[config.mk]
export PLATFORM = sky130hd
export DESIGN_NAME = tmp_ctrl
export DESIGN_NICKNAME = d
export VERILOG_FILES = /design/src/hw/rtl/tmp_pkg.sv /design/src/hw/rtl/tmp_ctrl.sv
export SDC_FILE = /design/constraint.sdc
export NUM_CORES = 1
export LEC_CHECK = 0
export BUFFER_PORTS_ARGS = -buffer_cell sky130_fd_sc_hd__buf_2
export CORE_UTILIZATION = 40
export DETAILED_ROUTE_END_ITERATION = 10
export HOLD_SLACK_MARGIN = 0.06
export PLACE_DENSITY_LB_ADDON = 0.2
export REMOVE_ABC_BUFFERS = 1
export SYNTH_ARGS = -nofsm -noshare
export SYNTH_HDL_FRONTEND = slang
export SYNTH_SLANG_ARGS = --single-unit
[constraint.sdc]
create_clock -name clk -period 4 [get_ports clk]
set_input_delay 0.6 -clock clk [delete_from_list [all_inputs] [get_ports clk]]
set_output_delay 0.6 -clock clk [all_outputs]
set_load 0.01 [all_outputs]
[src/hw/rtl/tmp_pkg.sv]
// ----------------------------------------------------------------------------
// tmp_pkg
// Shared types and constants for the trapezoidal motion profile generator.
// ----------------------------------------------------------------------------
`default_nettype none

package tmp_pkg;

  localparam int FRAC_BITS  = 32;
  localparam int TICK_WIDTH = 32;
  localparam int NUM_SHIFT  = FRAC_BITS - 16;

  // Ticks before saturation; ceilings reach up to 33 bits.
  localparam int TW_EXT = 33;
  localparam logic [TW_EXT-1:0] TICK_MAX = TW_EXT'((64'd1 << TICK_WIDTH) - 64'd1);

  // Ramp root search bounds.
  localparam logic [15:0] SRCH_LO = 16'd1;
  localparam logic [15:0] SRCH_HI = 16'd65535;

  localparam logic OP_START = 1'b0;
  localparam logic OP_TICK  = 1'b1;

  typedef enum logic [1:0] {
    PH_IDLE   = 2'd0,
    PH_ACCEL  = 2'd1,
    PH_CRUISE = 2'd2,
    PH_DECEL  = 2'd3
  } phase_t;

  typedef enum logic [2:0] {
    MS_MIDSQ  = 3'd0,
    MS_ACC    = 3'd1,
    MS_T1ACC  = 3'd2,
    MS_PRODT1 = 3'd3,
    MS_DENOM  = 3'd4
  } mul_src_t;

  typedef enum logic [1:0] {
    DS_T1   = 2'd0,
    DS_T2   = 2'd1,
    DS_AMAG = 2'd2
  } div_src_t;

  typedef enum logic [4:0] {
    S_IDLE,
    S_SRCH_CHK,
    S_SQ_LO,
    S_SQ_HI,
    S_SA_LO,
    S_SA_HI,
    S_SRCH_UPD,
    S_VT_LO,
    S_VT_HI,
    S_VCHK,
    S_D1_RUN,
    S_D1_END,
    S_C1_LO,
    S_C1_HI,
    S_C2_LO,
    S_C2_HI,
    S_CCHK,
    S_D2_RUN,
    S_D2_END,
    S_SAT,
    S_DEN_LO,
    S_DEN_HI,
    S_D3_RUN,
    S_D3_END,
    S_TK_V,
    S_TK_P
  } state_t;

  typedef struct packed {
    logic     start_load;
    logic     srch_mid;
    logic     srch_upd;
    logic     t1_from_lo;
    logic     mul_lo;
    logic     mul_hi;
    mul_src_t mul_sel;
    logic     div_load;
    div_src_t div_sel;
    logic     div_step;
    logic     t1_from_quo;
    logic     t2_from_quo;
    logic     sat;
    logic     finish;
    logic     tick_v;
    logic     tick_p;
    phase_t   phase;
  } cmd_t;

  typedef struct packed {
    logic zero_in;
    logic lo_lt_hi;
    logic vmax_lt_prod;
    logic mag_gt_prod;
    logic div_last;
    logic tick_done;
    logic cruise_nz;
  } stat_t;

endpackage

`default_nettype wire

[src/hw/rtl/tmp_ctrl.sv]
// ----------------------------------------------------------------------------
// tmp_ctrl
// Sequencer for move planning and servo ticks; owns phase and output valid.
// ----------------------------------------------------------------------------
`default_nettype none

module tmp_ctrl import tmp_pkg::*; (
  input  wire logic clk,
  input  wire logic rst_n,
  input  wire logic in_valid,
  output logic      in_stall,
  input  wire logic in_operation,
  output logic      out_valid,
  input  wire logic out_stall,
  input  wire stat_t stat,
  output cmd_t      cmd
);

  state_t state_r, state_nxt;
  phase_t phase_r, phase_nxt;
  logic   ovalid_r, ovalid_nxt;
  logic   out_free;

  assign out_free  = !ovalid_r || !out_stall;
  assign in_stall  = state_r != S_IDLE;
  assign out_valid = ovalid_r;

  always_ff @(posedge clk) begin
    if (!rst_n) begin
      state_r  <= S_IDLE;
      phase_r  <= PH_IDLE;
      ovalid_r <= 1'b0;
    end else begin
      state_r  <= state_nxt;
      phase_r  <= phase_nxt;
      ovalid_r <= ovalid_nxt;
    end
  end

  always_comb begin
    state_nxt  = state_r;
    phase_nxt  = phase_r;
    ovalid_nxt = ovalid_r && out_stall;
    cmd        = '0;
    cmd.phase  = phase_r;
    cmd.mul_sel = MS_MIDSQ;
    cmd.div_sel = DS_T1;
    case (state_r)
      S_IDLE: begin
        if (in_valid) begin
          if (in_operation == OP_START) begin
            cmd.start_load = 1'b1;
            phase_nxt      = PH_IDLE;
            if (!stat.zero_in) state_nxt = S_SRCH_CHK;
          end else if (phase_r != PH_IDLE) begin
            state_nxt = S_TK_V;
          end
        end
      end
      S_SRCH_CHK: begin
        if (stat.lo_lt_hi) begin
          cmd.srch_mid = 1'b1;
          state_nxt    = S_SQ_LO;
        end else begin
          cmd.t1_from_lo = 1'b1;
          state_nxt      = S_VT_LO;
        end
      end
      S_SQ_LO: begin
        cmd.mul_sel = MS_MIDSQ;
        cmd.mul_lo  = 1'b1;
        state_nxt   = S_SQ_HI;
      end
      S_SQ_HI: begin
        cmd.mul_hi = 1'b1;
        state_nxt  = S_SA_LO;
      end
      S_SA_LO: begin
        cmd.mul_sel = MS_ACC;
        cmd.mul_lo  = 1'b1;
        state_nxt   = S_SA_HI;
      end
      S_SA_HI: begin
        cmd.mul_hi = 1'b1;
        state_nxt  = S_SRCH_UPD;
      end
      S_SRCH_UPD: begin
        cmd.srch_upd = 1'b1;
        state_nxt    = S_SRCH_CHK;
      end
      S_VT_LO: begin
        cmd.mul_sel = MS_T1ACC;
        cmd.mul_lo  = 1'b1;
        state_nxt   = S_VT_HI;
      end
      S_VT_HI: begin
        cmd.mul_hi = 1'b1;
        state_nxt  = S_VCHK;
      end
      S_VCHK: begin
        if (stat.vmax_lt_prod) begin
          cmd.div_sel  = DS_T1;
          cmd.div_load = 1'b1;
          state_nxt    = S_D1_RUN;
        end else begin
          state_nxt = S_SAT;
        end
      end
      S_D1_RUN: begin
        cmd.div_step = 1'b1;
        if (stat.div_last) state_nxt = S_D1_END;
      end
      S_D1_END: begin
        cmd.t1_from_quo = 1'b1;
        state_nxt       = S_C1_LO;
      end
      S_C1_LO: begin
        cmd.mul_sel = MS_T1ACC;
        cmd.mul_lo  = 1'b1;
        state_nxt   = S_C1_HI;
      end
      S_C1_HI: begin
        cmd.mul_hi = 1'b1;
        state_nxt  = S_C2_LO;
      end
      S_C2_LO: begin
        cmd.mul_sel = MS_PRODT1;
        cmd.mul_lo  = 1'b1;
        state_nxt   = S_C2_HI;
      end
      S_C2_HI: begin
        cmd.mul_hi = 1'b1;
        state_nxt  = S_CCHK;
      end
      S_CCHK: begin
        // Cruise only when the ramps leave distance uncovered.
        if (stat.mag_gt_prod) begin
          cmd.div_sel  = DS_T2;
          cmd.div_load = 1'b1;
          state_nxt    = S_D2_RUN;
        end else begin
          state_nxt = S_SAT;
        end
      end
      S_D2_RUN: begin
        cmd.div_step = 1'b1;
        if (stat.div_last) state_nxt = S_D2_END;
      end
      S_D2_END: begin
        cmd.t2_from_quo = 1'b1;
        state_nxt       = S_SAT;
      end
      S_SAT: begin
        cmd.sat   = 1'b1;
        state_nxt = S_DEN_LO;
      end
      S_DEN_LO: begin
        cmd.mul_sel = MS_DENOM;
        cmd.mul_lo  = 1'b1;
        state_nxt   = S_DEN_HI;
      end
      S_DEN_HI: begin
        // Load the refit divider on the way out of the denominator multiply;
        // the divider samples the product after the low pass only, so t1 + t2 must stay below 2^32.
        cmd.mul_hi   = 1'b1;
        cmd.div_sel  = DS_AMAG;
        cmd.div_load = 1'b1;
        state_nxt    = S_D3_RUN;
      end
      S_D3_RUN: begin
        cmd.div_step = 1'b1;
        if (stat.div_last) state_nxt = S_D3_END;
      end
      S_D3_END: begin
        cmd.finish = 1'b1;
        phase_nxt  = PH_ACCEL;
        state_nxt  = S_IDLE;
      end
      S_TK_V: begin
        cmd.tick_v = 1'b1;
        state_nxt  = S_TK_P;
      end
      S_TK_P: begin
        // Hold until the output register is free.
        if (out_free) begin
          cmd.tick_p = 1'b1;
          ovalid_nxt = 1'b1;
          state_nxt  = S_IDLE;
          if (stat.tick_done) begin
            case (phase_r)
              PH_ACCEL:  phase_nxt = stat.cruise_nz ? PH_CRUISE : PH_DECEL;
              PH_CRUISE: phase_nxt = PH_DECEL;
              PH_DECEL:  phase_nxt = PH_IDLE;
              default:   phase_nxt = PH_IDLE;
            endcase
          end
        end
      end
      default: begin
        state_nxt = S_IDLE;
      end
    endcase
  end

endmodule

`default_nettype wire
==> metrics.txt <==
status=finished clean; compound-cell area share of the yosys netlist=31.4%; Internal=334 µW; sequential power share=26.9%; Logic pwr share=64.9%; CTS buffer count=3; CTS tree=done; max incr delay on CP=810 ps; clk root buf=clkbuf_4; LEAKAGE=0.547 nW; Fin. Hold Viols=0; std cell rows=17; Post-DP HPWL=2060 µm; depth of the worst register-to-register path=5; layout cells sized above 1=28.5%; Hold Crit Depth=2; switching pwr=369 µW; Critical Path Source=state_r[1]; first-pass iteration count of the detailed router=4; largest family of logic cells by synthesized area=simple AND/OR/NAND/NOR gates; area share of fa/ha/maj cells after synthesis=3.70%; #FFs+latches synth=8; postcts setup bufs=0; register area=about 160 µm²; full die area=approximately 2700 µm²; P per Cell Area=approximately 600 nW/µm²; Synth Instances=around 150; ANT cells=0; Worst Path Required=between 3000 and 4000 ps; simple-gate portion of the synthesized area=a little under two fifths; CP Launch Type=flip-flop; sequential fraction of the synthesis area=between 10% and 20%; pre-CTS WS=1590 ps; H-tree Lvls=1; gpl congestion=a little over 0.8; grt total ovfl=0; DP Area=roughly 1200 µm²; Post-Synthesis Mean Instance Area=6.99 µm²; first-pass GRT wire length=4510 µm; maximum clock rate=373 MHz; vias in the first global route=993; Post-CTS Resized=0; mux cell area share after synthesis=2.96%; Stages on worst setup path=5; R2R setup slack=around 1900 ps; Tot Pwr=703 µW; synthesized cell area=1010 µm²; gr usage total=~22%; Tcrit/Tclk final=67.0%; drt via density=5.73; r2r endpoint=state_r[1]; type of the worst setup path=flip-flop to output pin; part of the power in the clock network=between 8 and 9%; synthesis-to-layout area growth=18.3%; CP cell instances=or2b_1 > o21a_1 > o22a_1 > o32ai_1 > buf_2; xor/xnor cell area share of the yosys netlist=0.864%; total of max-cap violations=0; critical path peak fanout=25; Antenna Violating Nets Remaining=0; final instance area=1200 µm²; Vias=1,146; Worst Path Arrival=2080 ps; Residual DRC=0; clock slew at reported path FFs=around 50 ps; post-synth cell types=52; multi-input logic area=777 µm²; Critical R2R Launch=state_r[3]; Yosys warnings=0; Worst Path Buf+Inv=1; initial core utilization=44.1%; slowest CP cell=dfxtp_1; # setup viols final=0; final worst path period need=2680 ps; Slew headroom=around half; Cell Count, Final, Fillers Out=200; switching portion of total power=52.5%; worst min-delay path class=flip-flop to flip-flop; Clock Path Buffers=2; RSZ-0062 raised after global routing=false; drt total wl=about 2700 µm; crit end category=output pin; CTS Sinks=8; drt first-iter violations=30; filler cell count=roughly 250; core area=2300 µm²; IO Port Bufs=34; Fin Clk Skew=4.28 ps; Least-Margin Pin Slew=roughly 770 ps; Pins Over Slew Limit=0; Cells after DPL=197; die width=~52 µm; final net count=189; Die Span Y=between 50 and 60 µm; CP top delay family=flip-flops; hold path startpoint=phase_r[1]; initial antenna violation count=0; final worst slack=1320 ps; Ports=35; clk_lat worst skew=250 ps; DR WL/cell=13.7 µm; Fin Setup TNS=0 ps; Worst Hold Path EP=phase_r[1]; peak supply drop=488 µV; cts hold-fix bufs=0; largest net degree at the start of global routing=26
-- how the worst max path moves through the flow --
stage | slack [ps] | to
global route | 1180 | cmd[16]
global placement | 1630 | cmd[16]
floorplan | 1850 | cmd[16]
CTS | 1320 | cmd[16]
detailed placement | 1590 | cmd[16]
finish | 1320 | cmd[16]
-- cells by family after synthesis --
family	Yosys count
mux	3
buf+inv	19
flops	8
simple gates	71
fa+ha+maj	3
compound gates	40
xor+xnor	1
-- routing by layer --
metal / track usage (%) / vias up / routed length, µm
met1: 32.1 / 506 / 1330
met5: 0 / - / 0
met4: 7.89 / 0 / 30
met3: 2.61 / 4 / 193
met2: 31.6 / 58 / 1190
li1: - / 578 / -
-- layout by cell type, fill, tap and decap left out, types with 3 or more instances in the layout --
cell	instances
buf_2	34
nor2_1	17
nand2_1	17
a21oi_1	9
inv_1	8
nor3_1	8
dfxtp_1	8
and3_1	4
nand2b_1	4
nand3b_1	3
mux2i_1	3
a31oi_1	3
ha_1	3
clkbuf_4	3
-- synth_stat cells (all sizes together) --
library cell | number | area [µm²]
a211o | 1 | 8.76
a21boi | 3 | 33.8
o22a | 1 | 8.76
nand2 | 18 | 70.1
a2bb2oi | 2 | 17.5
a41o | 1 | 10.0
nor2b | 3 | 26.3
and2 | 1 | 6.26
or2b | 1 | 7.51
nor4 | 1 | 12.5
o21ai | 2 | 10.0
or3b | 2 | 20.0
o31ai | 1 | 7.51
o22ai | 2 | 12.5
xnor2 | 1 | 8.76
o21a | 1 | 7.51
a21oi | 11 | 62.6
o32ai | 2 | 17.5
or2 | 3 | 21.3
o2bb2ai | 1 | 8.76
mux2i | 3 | 30.0
nand2b | 4 | 25.0
nor3 | 8 | 40.0
nand4b | 1 | 8.76
o221ai | 1 | 15.0
o311ai | 1 | 8.76
and3 | 4 | 25.0
buf | 6 | 27.5
nand3 | 2 | 10.0
or3 | 2 | 12.5
o21bai | 1 | 7.51
o211ai | 1 | 7.51
dfxtp | 8 | 160
a221oi | 1 | 15.0
a2111o | 1 | 11.3
a31oi | 3 | 18.8
ha | 3 | 37.5
nor2 | 18 | 75.1
a32o | 2 | 20.0
clkbuf | 4 | 15.0
inv | 9 | 33.8
o2111ai | 1 | 8.76
nand3b | 3 | 22.5
-- worst register-to-register path, delay by kind of cell (launching register included) --
kind | cells | cell delay (ps)
simple gates | 4 | 1090
flops | 1 | 750
mux | 1 | 170
-- through the flow --
step / utilization (%) / hold slack, ps
after floorplan: - / 517
after global placement: 51.2 / 514
after detailed placement: 51.2 / 515
after CTS: 52.2 / 523
after global routing: 52.2 / 564
final: 52.2 / 529
-- flip-flops by register name, indices dropped and copies added, names as in the netlist --
name,flops
out_valid,1
phase_r,2
state_r,5
-- cell type report --
cell class                 instances  share of cell area [%]
clock buffer                       3                    1.88
inverter                           9                    2.82
multi-input combinational        118                    64.8
sequential                         8                    13.4
tap                               28                    2.92
timing repair buffer              34                    14.2
-- power by group through the flow --
stage / logic, mW / clock network, mW / registers (mW)
detailed placement: 0.452 / 0 / 0.189
CTS: 0.454 / 0.0615 / 0.187
global route: 0.502 / 0.0662 / 0.201
global placement: 0.452 / 0 / 0.187
floorplan: 0.351 / 0 / 0.163
finish: 0.457 / 0.0578 / 0.189
Power figures use the tool's default switching activity.
